[src/rtl/core/lgs_pkg.sv]
// ----------------------------------------------------------------------------
// lgs_pkg
// Shared types and constants for the life grid generation step block.
// ----------------------------------------------------------------------------
package lgs_pkg;

  localparam int SIDE_LEN_DEF = 64;

  localparam int CMD_W = 2;
  localparam int ROW_W = 6;
  localparam int COL_W = 6;

  // neighbor count width, eight neighbors at most
  localparam int NBR_W = 4;
  localparam logic [NBR_W-1:0] BIRTH_COUNT   = NBR_W'(3);
  localparam logic [NBR_W-1:0] SURVIVE_COUNT = NBR_W'(2);

  typedef enum logic [CMD_W-1:0] {
    CMD_TOGGLE = 2'd0,
    CMD_STEP   = 2'd1,
    CMD_CLEAR  = 2'd2,
    CMD_READ   = 2'd3
  } cmd_t;

  typedef enum logic [1:0] {
    ST_IDLE,
    ST_SWEEP,
    ST_HOLD
  } state_t;

  typedef struct packed {
    logic shift;
    logic clear;
  } cell_ctl_t;

endpackage

[src/rtl/core/lgs_row_cell.sv]
// ----------------------------------------------------------------------------
// lgs_row_cell
// One row of the grid; passes its row to the next cell on each shift.
// ----------------------------------------------------------------------------
module lgs_row_cell import lgs_pkg::*; #(
  parameter int WIDTH = SIDE_LEN_DEF
) (
  input  logic             clk,
  input  logic             rst,
  input  cell_ctl_t        ctl,
  input  logic [WIDTH-1:0] d,
  output logic [WIDTH-1:0] q
);

  always_ff @(posedge clk) begin
    if (rst || ctl.clear) begin
      q <= '0;
    end else if (ctl.shift) begin
      q <= d;
    end
  end

endmodule

[config.mk]
export PLATFORM = sky130hd
export DESIGN_NAME = lgs_row_cell
export DESIGN_NICKNAME = d
export VERILOG_FILES = /design/src/rtl/core/lgs_pkg.sv /design/src/rtl/core/lgs_row_cell.sv
export SDC_FILE = /design/constraint.sdc
export NUM_CORES = 1
export LEC_CHECK = 0
export BUFFER_PORTS_ARGS = -buffer_cell sky130_fd_sc_hd__buf_2
export CORE_MARGIN = 10
export CORE_UTILIZATION = 39
export CTS_CLUSTER_SIZE = 40
export DETAILED_ROUTE_END_ITERATION = 7
export PLACE_DENSITY_LB_ADDON = 0.05
export SYNTH_ARGS = -nofsm -noshare
export SYNTH_HDL_FRONTEND = slang
export SYNTH_SLANG_ARGS = --single-unit
[constraint.sdc]
create_clock -name clk -period 0.84 [get_ports clk]
set_input_delay 0.21 -clock clk [delete_from_list [all_inputs] [get_ports clk]]
set_output_delay 0.21 -clock clk [all_outputs]
set_load 0.05 [all_outputs]
; Yosys cells after proc, flatten, opt, wreduce, memory -nomap -nowiden
; Cells that the tools add are included.
; W data, S select, Z words.
[word_totals]
in_bits = 68
register_bits = 64
wordCells = 2
[classes]
n_reduce_logical = 1
[ops]
columns = cell, count
row1 = $logic_or A1 B1 Y1, 1

; Logic depth before layout (Yosys ltp)
[logic_depth]
word_depth = 1
ltp_mapped = 4

; Worst setup path after synthesis
; OpenSTA, ideal clock, no wires.
[synth_timing]
path_type = reg2reg
start = register q[0] (netlist name)
end = register q[0]
path_stages_with_launch = 3
slack_ps = -42
setup_time_ps = 65
synth_period_minus_slack_ps = 882
t_arrival_ps = 817
required_ps = 775
path_cell_list = dfxtp_1 mux2i_1 nor2_1
[synth_lines]
columns = item, line_no
row1 = to (signal assigned), lgs_row_cell.sv:17  ; q <= '0;
row2 = to (signal assigned), lgs_row_cell.sv:19  ; q <= d;
row3 = to (decl), lgs_row_cell.sv:12  ; output logic [WIDTH-1:0] q

; Worst setup path in the final report
[layout_timing]
start = register q[30]
end = output port q[30]
; No word-level cell between the ends.

==> metrics.md <==
| Metric | Value |
|---|---|
| Status | finished with violations |
| Failing checks | setup timing |
| Iteration-0 DRC Markers | 46 |
| Worst-Margin Slew | 0.145 ns |
| Overall routed net length | between 6000 and 7000 um |
| Syn_nets | 275 |
| Max Clock Skew | 0 ns |
| CTS clk-pin slew, worst paths | approximately 0.06 ns |
| Bufs on Longest Clock Path | 2 |
| Share of cells above drive strength 1 | around 63% |
| Setup WS pre-CTS | -0.208 ns |
| P per Cell Area | roughly 1700 mW/mm^2 |
| Top cells by area, synth | dfxtp_1 55%, mux2i_1 27%, nor2_1 10%, buf_6 3.8%, buf_8 3.8% |
| Ant diodes | 0 |
| Register area share after synthesis | a little over half |
| Tot Pwr | ~6.6 mW |
| Synth Area per Inst | roughly 11 um^2 |
| Mapped Area | 0.00235 mm^2 |
| Maximum clock rate | about 970 MHz |
| HPWL after DPL | 4800 um |
| Core footprint | 0.00589 mm^2 |
| Cells after DPL | 406 |
| Hold_sp | d[63] |
| Max-slew violations | 0 |
| Antenna violations before repair | 0 |
| Peak supply drop | roughly 1200 uV |
| R2R Path End | q[45] |
| Residual overflow from global routing | 0 |
| CP max FO | 2 |
| Largest net degree at the start of global routing | 36 |
| Total Die Area | 0.00953 mm^2 |
| Vias in the first global route | 2,061 |
| Vias per inst | between 4 and 5 |
| Setup ws final | -0.191 ns |
| Setup violators final | 64 |
| Hold-critical path depth | 3 |
| Fill cells | ~470 |
| RSZ-0062 raised after global routing | true |
| Final cell count without fillers | 426 |
| Total track usage | between 10% and 20% |
| Leak | 1.91 nW |
| WL/cell | around 15 um |
| Rows | 28 |
| Post-synth top area share | 54.6% |
| Post-route clock period utilization | 123% |
| Antenna-violating nets left | 0 |
| Top Registers | q x64 |
| WP data arrival | approximately 0.82 ns |
| Residual DRC | 0 |
| IO Pins | about 130 |
| Max_cap viols | 0 |
| Worst Path Buf+Inv | 1 |
| Flops & latches, synth | 64 |
| Flop2flop setup slack | around 0.08 ns |
| CTS Hold Bufs | 0 |
| GPL Wtd Cong | about 0.69 |
| Setup crit start kind | register |
| Initial core utilization | between 30% and 40% |
| Yosys top cell by area | dfxtp_1 |
| Layout area overhead | 68.9% |
| CTS tree | built |
| Die span in x | slightly below 100 um |
| Hold Crit Class | input pin to register |
| CP delay by family, top | flip-flops |
| CP required | ~0.63 ns |
| H-tree depth | 3 |
| Hold Path Sink | q[63] |
| DR vias | between 1.5k and 2k |
| CTS sink cnt | 64 |
| Top reg by flops | q |
| Setup tns final | -11.40 ns |
| Max reg flops | 64 |
| Headroom to the max-slew limit | 90.1% |
| Final net count | about 420 |
| R2r worst-path depth | 3 |
| Chip height | approximately 98 um |
| CTS Buf Count | 9 |
| Max stage delay on crit path | ~0.35 ns |
| Crit path time final | roughly 1 ns |
| Mapped Cells | 207 |
| Max stage delay cell, worst path | dfxtp_2 |
| Input/output buffers | approximately 130 |
| Cell breakdown of the critical path | buf_8 |
| Clk Latency, worst-skew pair | about 0.32 ns |
| Worst Setup Path Type | register to output port |
| Final hold vios | 0 |
| CP Capture Type | output port |
| R2R Path Start | q[45] |
| First-pass GRT wire length | about 11,000 um |
| TritonRoute pass-1 iters | 4 |
| Yosys warnings | 0 |
| Root buf cell | clkbuf_8 |
| Distinct cells, synth | 6 |
## through the flow
| stage | hold slack (ns) | util (%) | area, um^2 |
|---|---|---|---|
| finish | 0.133 | 67.4 | 3970 |
| floorplan | 0.357 | - | 2440 |
| global placement | 0.447 | 53.1 | 3130 |
| global route | 0.123 | 67.4 | 3970 |
| detailed placement | 0.466 | 53.1 | 3130 |
| CTS | 0.119 | 67.0 | 3950 |
## worst register-to-register path, delay by kind of cell (launching register included)
family	cells	cell delay [ns]
mux	1	0.13
buf+inv	1	0.13
simple gates	1	0.06
flops	1	0.33
## synthesized netlist by cell type
library cell and number:
buf_6 8, buf_8 6, dfxtp_1 64, mux2i_1 64
nor2_1 64, or2_1 1
## placed cells by master, fill, tap and decap left out, drive strengths merged
master / netlist / layout
buf: 14 / 144
dfxtp: 64 / 64
clkinv: 0 / 1
or2: 1 / 1
mux2i: 64 / 64
clkbuf: 0 / 13
nor2: 64 / 64
## power breakdown
| group | switching, mW | leakage, nW | internal, mW |
|---|---|---|---|
| combinational | 0.643 | 1.28 | 0.591 |
| sequential | 0.0873 | 0.550 | 3.16 |
| clock | 1.02 | 0.0794 | 1.12 |
## logic make-up (layout without fill, tap and decap cells)
kind of cell / count (synthesis) / count (layout) / synth area share [%]
buffers and inverters: 14 / 158 / 7.67
muxes: 64 / 64 / 27.3
and+or+nand+nor: 65 / 65 / 10.5
DFF: 64 / 64 / 54.6
## layout make-up
| class | count | area, um^2 | area share (%) |
|---|---|---|---|
| clock buffer | 13 | 149 | 3.75 |
| clock inverter | 1 | 5.00 | 0.126 |
| multi-input combinational | 129 | 887 | 22.4 |
| sequential | 64 | 1360 | 34.3 |
| tap | 75 | 93.8 | 2.37 |
| timing repair buffer | 144 | 1470 | 37.1 |
## worst max path at each step
stage                     start  cells past startpoint    end
final                     q[30]                      1  q[30]
after global routing      q[43]                      1  q[43]
after CTS                 q[34]                      1  q[34]
after detailed placement    rst                      4  q[34]
after global placement      rst                      4  q[61]
after floorplan             rst                      4  q[10]
## metal layers
metal | GRT usage (%) | vias up | wire length, um
met5 | 0 | - | 0
met4 | 5.70 | 0 | 12
met3 | 7.33 | 2 | 707
met2 | 21.8 | 78 | 3220
met1 | 14.4 | 842 | 2470
li1 | - | 959 | -
## timing repair
action | 4_1_cts | 5_1_grt
setup endpoints to repair | 64 | 64
buffers inserted | 3 | 3
gates resized for setup | 192 | 0
Note: power is estimated with default switching activity, not from simulation.
