### src/rtl/core/lgs_pkg.sv
// ----------------------------------------------------------------------------
// lgs_pkg
// Shared types and constants for the life grid generation step block.
// ----------------------------------------------------------------------------
package lgs_pkg;

  localparam int SIDE_LEN_DEF = 64;

  localparam int CMD_W = 2;
  localparam int ROW_W = 6;
  localparam int COL_W = 6;

  // neighbor count width, eight neighbors at most
  localparam int NBR_W = 4;
  localparam logic [NBR_W-1:0] BIRTH_COUNT   = NBR_W'(3);
  localparam logic [NBR_W-1:0] SURVIVE_COUNT = NBR_W'(2);

  typedef enum logic [CMD_W-1:0] {
    CMD_TOGGLE = 2'd0,
    CMD_STEP   = 2'd1,
    CMD_CLEAR  = 2'd2,
    CMD_READ   = 2'd3
  } cmd_t;

  typedef enum logic [1:0] {
    ST_IDLE,
    ST_SWEEP,
    ST_HOLD
  } state_t;

  typedef struct packed {
    logic shift;
    logic clear;
  } cell_ctl_t;

endpackage

### src/rtl/core/lgs_rule_unit.sv
// ----------------------------------------------------------------------------
// lgs_rule_unit
// B3/S23 rule for one row, from the rows above and below; edges are dead.
// ----------------------------------------------------------------------------
module lgs_rule_unit import lgs_pkg::*; #(
  parameter int WIDTH = SIDE_LEN_DEF
) (
  input  logic [WIDTH-1:0] above,
  input  logic [WIDTH-1:0] cur,
  input  logic [WIDTH-1:0] below,
  output logic [WIDTH-1:0] next_row
);

  logic [WIDTH+1:0] a_p;
  logic [WIDTH+1:0] c_p;
  logic [WIDTH+1:0] b_p;

  assign a_p = {1'b0, above, 1'b0};
  assign c_p = {1'b0, cur, 1'b0};
  assign b_p = {1'b0, below, 1'b0};

  for (genvar j = 0; j < WIDTH; j++) begin : g_lane
    logic [NBR_W-1:0] cnt;
    assign cnt = NBR_W'(a_p[j]) + NBR_W'(a_p[j+1]) + NBR_W'(a_p[j+2]) +
                 NBR_W'(c_p[j]) + NBR_W'(c_p[j+2]) +
                 NBR_W'(b_p[j]) + NBR_W'(b_p[j+1]) + NBR_W'(b_p[j+2]);
    assign next_row[j] = (cnt == BIRTH_COUNT) || (c_p[j+1] && (cnt == SURVIVE_COUNT));
  end

endmodule

### config.mk
export PLATFORM = sky130hd
export DESIGN_NAME = lgs_rule_unit
export DESIGN_NICKNAME = d
export VERILOG_FILES = /design/src/rtl/core/lgs_pkg.sv /design/src/rtl/core/lgs_rule_unit.sv
export SDC_FILE = /design/constraint.sdc
export NUM_CORES = 1
export LEC_CHECK = 0
export BUFFER_PORTS_ARGS = -buffer_cell sky130_fd_sc_hd__buf_2
export CORE_AREA = 3 3 162 164
export DETAILED_ROUTE_END_ITERATION = 8
export DIE_AREA = 0 0 165 167
export PLACE_DENSITY = 0.72
export SYNTH_ARGS = -nofsm -noshare
export SYNTH_HDL_FRONTEND = slang
export SYNTH_SLANG_ARGS = --single-unit
### constraint.sdc
create_clock -name vclk -period 9.75
set_clock_uncertainty 0.15 [all_clocks]
set_input_delay 1.4625 -clock vclk [all_inputs]
set_output_delay 1.4625 -clock vclk [all_outputs]
set_load 0.02 [all_outputs]
; ---- Word level (Yosys, flattened, before mapping)
; Cells that the tools add are included.
[op_classes]
add_sub_neg = 441
n_eq_ne = 128
reduce_logical = 128
[ops]
columns = op, n
row1 = adder 4 x 1 -> 4 bit, 252
row2 = == test 4 x 2 -> 1 bit (second input constant), 128
row3 = adder 3 x 1 -> 4 bit, 63
row4 = adder 2 x 1 -> 3 bit, 63
row5 = adder 1 x 1 -> 2 bit, 63
row6 = logical AND 1 bit, 64
row7 = logical OR 1 bit, 64
[word_totals]
ff_bits = 0
input_bits = 192
output_inout_bits = 64

; ---- Longest topological paths before layout
; Gate-level depths: netlist of run 1.
[depth]
word_depth = 10
ltp_mapped = 9

; ---- Least setup slack after synthesis of run 1
; Ideal clock, no wire load.
[synth_path]
kind = input -> output
startpoint = in above[30]
endpoint = out next_row[31]
arrival_ns = 4.150
slack_ns = 3.987
path_stages = 9
cell_sequence = inv_1 -> fa_1 -> fa_1 -> fa_1 -> inv_1 -> ha_1 -> fa_1 -> or2_0 -> a21oi_1
[synth_between]
elab_chain_len = 10
[synth_lines]
columns = element, line
row1 = "start, declared", lgs_rule_unit.sv:8  ; input logic [WIDTH-1:0] above,
row2 = adder 1 x 1 -> 2 bit (*), lgs_rule_unit.sv:24  ; assign cnt = NBR_W'(a_p[j]) + NBR_W'(a_p[j+1]) + NBR_W'(a_p[j+2]) +
row3 = adder 2 x 1 -> 3 bit (*), lgs_rule_unit.sv:24
row4 = adder 3 x 1 -> 4 bit (*), lgs_rule_unit.sv:24
row5 = adder 4 x 1 -> 4 bit (*) (2 in series), lgs_rule_unit.sv:25  ; NBR_W'(c_p[j]) + NBR_W'(c_p[j+2]) +
row6 = adder 4 x 1 -> 4 bit (*) (2 in series), lgs_rule_unit.sv:26  ; NBR_W'(b_p[j]) + NBR_W'(b_p[j+1]) + NBR_W'(b_p[j+2]);
row7 = == test 4 x 2 -> 1 bit, lgs_rule_unit.sv:27  ; assign next_row[j] = (cnt == BIRTH_COUNT) || (c_p[j+1] && (cnt == SURVIVE_COUNT));
row8 = logical AND 1 bit, lgs_rule_unit.sv:27
row9 = logical OR 1 bit (*), lgs_rule_unit.sv:27
row10 = "end, declared", lgs_rule_unit.sv:11  ; output logic [WIDTH-1:0] next_row
; Mark *: on every way between the ends. The rest lies on a longest branch, timed or not.

; ---- Worst setup path after layout of run 1
[layout_path]
startpoint = in above[47]
endpoint = out next_row[47]
; Same word-level chain as after synthesis.

==> flow_metrics.env, run 1 <==
export IMPL_status="completed"
export IMPL_critical_path_peak_fanout=2
export IMPL_post_cts_repair_setup_buffers=0
export IMPL_grt_first_pass_wirelength_um=38300
export IMPL_layout_min_cycle_time_ns=5.98
export IMPL_vias_in_the_first_global_route=8940
export IMPL_final_util=0.496
export IMPL_die_width_um=165
export IMPL_die_h_um=167
export IMPL_report_final_hold_viol_count=0
export IMPL_max_cap_violations=0
export IMPL_setup_worst_path_class="primary input to primary output"
export IMPL_port_buffer_count=256
export IMPL_vias_post_dr=8195
export IMPL_power_leakage_nw=7.23
export IMPL_postCtsResizedCells=0
export IMPL_drt_drc_violations_left=0
export IMPL_placeableCoreArea_mm2=0.0250
export IMPL_ys_types=14
export IMPL_layout_drive_gt1_share=0.176
export IMPL_drt_pass1_iter_count=4
export IMPL_global_route_overflow_total=0
export IMPL_largest_net_degree_at_the_start_of_global_routing=4
export IMPL_dieArea_mm2=0.0276
export IMPL_numSequentialCells=0
export IMPL_synth_area_mm2=0.0107
export IMPL_syn_num_nets=1829
export IMPL_layout_area_overhead_vs_synth_pct=15.9
export IMPL_critPathLaunchType="primary input"
export IMPL_crit_path_end_kind="primary output"
export IMPL_power_density_mw_per_mm2=109
export IMPL_groute_usage_overall=0.162
export IMPL_initial_antenna_violation_count=8
export IMPL_floorplan_rows=58
export IMPL_max_vdd_ir_drop_v=0.0000779
export IMPL_dp_hpwl_um=21300
export IMPL_synth_sequential_area_ratio=0
export IMPL_timing_worst_slew_pin_value_ns=0.254
export IMPL_top_level_ports=256
export IMPL_nClkBuffers=0
export IMPL_cp_data_required_time_ns=8.14
export IMPL_ant_nets=0
export IMPL_clock_fmax_mhz=167
export IMPL_nets=2087
export IMPL_sequential_cell_area_um2=0
export IMPL_hold_class="primary input to primary output"
export IMPL_wirelength_um=21600
export IMPL_post_synth_inst_count=1197
export IMPL_finalMaxSlewViolations=0
export IMPL_slew_limit_headroom=0.830
export IMPL_gp_routability_congestion=0.871
export IMPL_post_route_period_util=0.613
export IMPL_setup_total_negative_slack_ns=0
export IMPL_postSynthAreaPerCell_um2=8.95
export IMPL_wl_per_cell_um=12.1
export IMPL_worst_ep_arrival_time_ns=4.37
export IMPL_route_detailed_vias_per_inst=4.59
export IMPL_rsz0062_at_grt="no"
export IMPL_initial_utilization=0.428
export IMPL_setup_violations_final=0
export IMPL_drt_first_iter_violations=206
export IMPL_synth_warnings=0
export IMPL_cts_hold_buffers=0
==> worst paths after layout <==
| path | startpoint | end | slack (ns) | cells past startpoint |
|---|---|---|---|---|
| max | above[47] | next_row[47] | 3.77 | 11 |
| min | cur[1] | next_row[1] | 3.17 | 4 |
==> where the power goes <==
| part | switching [mW] | internal (mW) |
|---|---|---|
| Clock | 0 | 0.0000000548 |
| Sequential | 0 | 0 |
| Combinational | 0.782 | 0.566 |
==> synth_stat cells <==
cell type                 count  area share
sky130_fd_sc_hd__nor3b_1      2      0.0014
sky130_fd_sc_hd__nand3_1     61       0.029
sky130_fd_sc_hd__or2_0       18       0.011
sky130_fd_sc_hd__a21oi_1    122       0.057
sky130_fd_sc_hd__a31oi_1      1     0.00058
sky130_fd_sc_hd__ha_1       188        0.22
sky130_fd_sc_hd__fa_1       252        0.47
sky130_fd_sc_hd__nor3_1       1     0.00047
sky130_fd_sc_hd__inv_1      442        0.15
sky130_fd_sc_hd__nand2_1      1     0.00035
sky130_fd_sc_hd__nor2_1       4      0.0014
sky130_fd_sc_hd__or2_1       43       0.025
sky130_fd_sc_hd__o21ai_0     61       0.029
sky130_fd_sc_hd__nor2b_1      1     0.00058
==> through the flow <==
step / total power [mW] / hold slack, ns / setup slack [ns] / instances / area (µm²)
floorplan: 0.985 / 2.95 / 3.99 / 1197 / 10700
global placement: 1.31 / 3.17 / 3.76 / 1783 / 12400
detailed placement: 1.36 / 3.18 / 3.73 / 1783 / 12400
CTS: 1.37 / 3.18 / 3.73 / 1783 / 12400
global route: 1.60 / 3.22 / 3.59 / 1786 / 12400
finish: 1.35 / 3.17 / 3.77 / 1787 / 12400
==> per-layer routing <==
layer  track usage  vias to the layer above  share of wire
met2         0.288                      193           0.48
met5             0                        -         0.0022
met3        0.0361                       20          0.082
li1              -                     4115              -
met1         0.210                     3857           0.43
met4        0.0106                       10         0.0072
==> critical path, cell delays in order <==
cell	delay, ns
sky130_fd_sc_hd__buf_2	0.11
sky130_fd_sc_hd__inv_1	0.15
sky130_fd_sc_hd__fa_1	0.47
sky130_fd_sc_hd__fa_1	0.49
sky130_fd_sc_hd__fa_1	0.50
sky130_fd_sc_hd__inv_1	0.04
sky130_fd_sc_hd__ha_1	0.20
sky130_fd_sc_hd__fa_1	0.39
sky130_fd_sc_hd__or2_1	0.23
sky130_fd_sc_hd__a21oi_1	0.11
sky130_fd_sc_hd__buf_2	0.19
==> area by class of cell <==
class              instances  area (µm²)
multi-input cells        755        9050
inverters                442        1660
diodes                     4        10.0
well taps                330         413
repair buffers           256        1280
fillers                 2361       12600
==> cell usage in the layout, fill, tap and decap left out <==
cell type                 instances
sky130_fd_sc_hd__nor3_1           1
sky130_fd_sc_hd__or2_0           18
sky130_fd_sc_hd__nand3_1         61
sky130_fd_sc_hd__fa_1           252
sky130_fd_sc_hd__ha_1           188
sky130_fd_sc_hd__nor3b_1          2
sky130_fd_sc_hd__buf_2          256
sky130_fd_sc_hd__nand2_1          1
sky130_fd_sc_hd__a31oi_1          1
sky130_fd_sc_hd__inv_1          442
sky130_fd_sc_hd__nor2_1           4
sky130_fd_sc_hd__diode_2          4
sky130_fd_sc_hd__or2_1           43
sky130_fd_sc_hd__nor2b_1          1
sky130_fd_sc_hd__a21oi_1        122
sky130_fd_sc_hd__o21ai_0         61
==> cells by family (layout without fill, tap and decap cells) <==
| kind of cell | after synthesis | after routing | synth area share |
|---|---|---|---|
| AO/OA/AOI/OAI | 184 | 184 | 0.0861 |
| adder cells (fa/ha/maj) | 440 | 440 | 0.691 |
| buffers and inverters | 442 | 698 | 0.155 |
| other | 0 | 4 | 0 |
| AND/OR/NAND/NOR | 131 | 131 | 0.0683 |
(Power assumes the default switching activity.)
==> run 2: changes to the inputs <==
- ABC_AREA: not set -> 1
- CORE_AREA: 3 3 162 164 -> 3 3 167 169
- DIE_AREA: 0 0 165 167 -> 0 0 170 172
- PLACE_DENSITY: 0.72 -> 0.74
- clock period: 9.75 -> 5.1 ns (I/O delays scaled with it)
==> flow_metrics.env, run 2 <==
export IMPL_status="completed"
export IMPL_yosysMostFrequentCell="sky130_fd_sc_hd__inv_1"
export IMPL_gp_routability_congestion=0.842
export IMPL_setup_violations_final=0
export IMPL_power_density_mw_per_mm2=222
export IMPL_layout_cells_most_common="sky130_fd_sc_hd__inv_1"
export IMPL_max_vdd_ir_drop_v=0.000146
export IMPL_post_cts_repair_setup_buffers=0
export IMPL_critPathLaunchType="primary input"
export IMPL_worst_ep_arrival_time_ns=3.70
export IMPL_postSynthAreaPerCell_um2=7.90
export IMPL_numSequentialCells=0
export IMPL_floorplan_rows=60
export IMPL_setup_worst_path_class="primary input to primary output"
export IMPL_critical_path_slowest_cell="sky130_fd_sc_hd__fa_1"
export IMPL_cts_hold_buffers=0
export IMPL_hold_class="primary input to primary output"
export IMPL_setup_total_negative_slack_ns=0
export IMPL_layout_area_overhead_vs_synth_pct=15.0
export IMPL_report_final_hold_viol_count=0
export IMPL_die_width_um=170
export IMPL_slew_limit_headroom=0.812
export IMPL_largest_net_degree_at_the_start_of_global_routing=4
export IMPL_cp_startpoint="cur[31]"
export IMPL_mostFrequentLayoutCells="625 x sky130_fd_sc_hd__inv_1, 256 x sky130_fd_sc_hd__buf_2, 252 x sky130_fd_sc_hd__fa_1"
export IMPL_max_cap_violations=0
export IMPL_wirelength_um=22900
export IMPL_critical_path_s_largest_stage_delay_ns=0.51
export IMPL_top_level_ports=256
export IMPL_final_instance_count_excl_fill=2042
export IMPL_nets=2333
export IMPL_cp_data_required_time_ns=4.18
export IMPL_post_route_period_util=0.905
export IMPL_route_detailed_vias_per_inst=4.45
export IMPL_clock_fmax_mhz=217
export IMPL_drt_pass1_iter_count=4
export IMPL_global_route_overflow_total=0
export IMPL_place_detailed_instances=2040
export IMPL_post_synth_inst_count=1443
export IMPL_cpLargestDelayFamily="adder cells"
export IMPL_synthDominantAreaCellType="sky130_fd_sc_hd__fa_1"
export IMPL_dieArea_mm2=0.0292
export IMPL_nClkBuffers=0
export IMPL_p_sw_frac=0.588
export IMPL_vias_post_dr=9083
export IMPL_drt_first_iter_violations=295
export IMPL_yosys_top_cells_area="sky130_fd_sc_hd__fa_1 44%, sky130_fd_sc_hd__ha_1 21%, sky130_fd_sc_hd__inv_1 21%"
export IMPL_port_buffer_count=256
export IMPL_fraction_of_post_synthesis_cell_area_in_the_top_cell_type_by_area=0.443
export IMPL_intPower_mw=1.20
export IMPL_ys_types=10
export IMPL_synth_sequential_area_ratio=0
export IMPL_layout_min_cycle_time_ns=4.61
export IMPL_power_leakage_nw=8.17
export IMPL_fillerInstances=2566
export IMPL_ant_nets=0
export IMPL_rsz0062_at_grt="no"
export IMPL_cp_num_buf_inv=4
export IMPL_p_seq_frac=0
export IMPL_critical_path_peak_fanout=3
export IMPL_groute_usage_overall=0.159
export IMPL_combPwrFrac=1.000
export IMPL_wl_per_cell_um=11.2
export IMPL_syn_num_nets=2075
export IMPL_commonest_cells_in_the_netlist="625 x sky130_fd_sc_hd__inv_1, 252 x sky130_fd_sc_hd__fa_1, 188 x sky130_fd_sc_hd__ha_1"
export IMPL_initial_antenna_violation_count=4
export IMPL_synth_area_mm2=0.0114
export IMPL_synth_warnings=0
export IMPL_placeableCoreArea_mm2=0.0267
export IMPL_clock_power_share=0
export IMPL_cell_mode_on_critical_path="sky130_fd_sc_hd__fa_1"
export IMPL_hp_start="cur[0]"
export IMPL_finalMaxSlewViolations=0
export IMPL_die_h_um=172
export IMPL_sequential_cell_area_um2=0
export IMPL_postCtsResizedCells=0
export IMPL_power_net_switching_mw=1.71
export IMPL_vias_in_the_first_global_route=9544
export IMPL_grt_first_pass_wirelength_um=40200
export IMPL_dp_hpwl_um=22400
export IMPL_initial_utilization=0.427
export IMPL_timing_worst_slew_pin_value_ns=0.281
export IMPL_layout_drive_gt1_share=0.151
export IMPL_crit_path_end_kind="primary output"
export IMPL_path_cells="buf_2 -> inv_1 -> fa_1 -> fa_1 -> fa_1 -> inv_1 -> ha_1 -> fa_1 -> nand3_1 -> a21oi_1 -> buf_2"
export IMPL_drt_drc_violations_left=0
-- run 2: changes by cell type after synthesis --
cell | previous run | this run
sky130_fd_sc_hd__nand2_1 | 1 | 185
sky130_fd_sc_hd__inv_1 | 442 | 625
sky130_fd_sc_hd__a21oi_1 | 122 | 61
sky130_fd_sc_hd__nand3_1 | 61 | 122
sky130_fd_sc_hd__o21ai_0 | 61 | 2
sky130_fd_sc_hd__or2_1 | 43 | 0
sky130_fd_sc_hd__or2_0 | 18 | 1
sky130_fd_sc_hd__nor2_1 | 4 | 6
sky130_fd_sc_hd__nor3b_1 | 2 | 0
sky130_fd_sc_hd__a21boi_0 | 0 | 1
sky130_fd_sc_hd__a31oi_1 | 1 | 0
sky130_fd_sc_hd__nor2b_1 | 1 | 0
sky130_fd_sc_hd__nor3_1 | 1 | 0
-- run 2: stage by stage --
step                      power (mW)  area, µm²  hold WS, ns  setup slack, ns   util
after global routing            3.41      13100         1.82            0.326  0.490
after CTS                       2.96      13100         1.79            0.361  0.490
final                           2.91      13100         1.79            0.487  0.491
after global placement          2.77      13100         1.78            0.393  0.490
after detailed placement        2.94      13100         1.79            0.377  0.490
after floorplan                 2.14      11400         1.60            0.801      -
-- run 2: power groups by stage --
stage / clock (mW) / sequential, mW / combinational [mW]
finish: 0.0000000525 / 0 / 2.91
CTS: 0 / 0 / 2.96
global placement: 0 / 0 / 2.77
global route: 0 / 0 / 3.41
detailed placement: 0 / 0 / 2.94
floorplan: 0 / 0 / 2.14
-- run 2: logic make-up (layout without fill, tap and decap cells) --
logic type                 Yosys count  after routing  share of synthesized area
and+or+nand+nor                    314            314                      0.117
buffers and inverters              625            881                      0.206
AOI/OAI and AO/OA                   64             64                     0.0283
other                                0              2                          0
adders and majority gates          440            440                      0.649
-- run 2: layer usage --
| metal | vias up | GRT usage | wire [µm] |
|---|---|---|---|
| li1 | 4604 | - | - |
| met4 | 8 | 0.00988 | 133 |
| met1 | 4223 | 0.202 | 9530 |
| met2 | 228 | 0.302 | 11600 |
| met5 | - | 0 | 51 |
| met3 | 20 | 0.0231 | 1620 |
-- run 2: final cells by class --
class	instances	area (µm²)	share of cell area
tap	341	427	0.0325
antenna	2	5.00	0.000382
timing repair buffer	256	1280	0.0977
inverter	625	2350	0.179
multi-input combinational	818	9050	0.690
-- run 2: final timing paths --
| check | end | cells after the start |
|---|---|---|
| max | next_row[32] | 11 |
| min | next_row[0] | 4 |
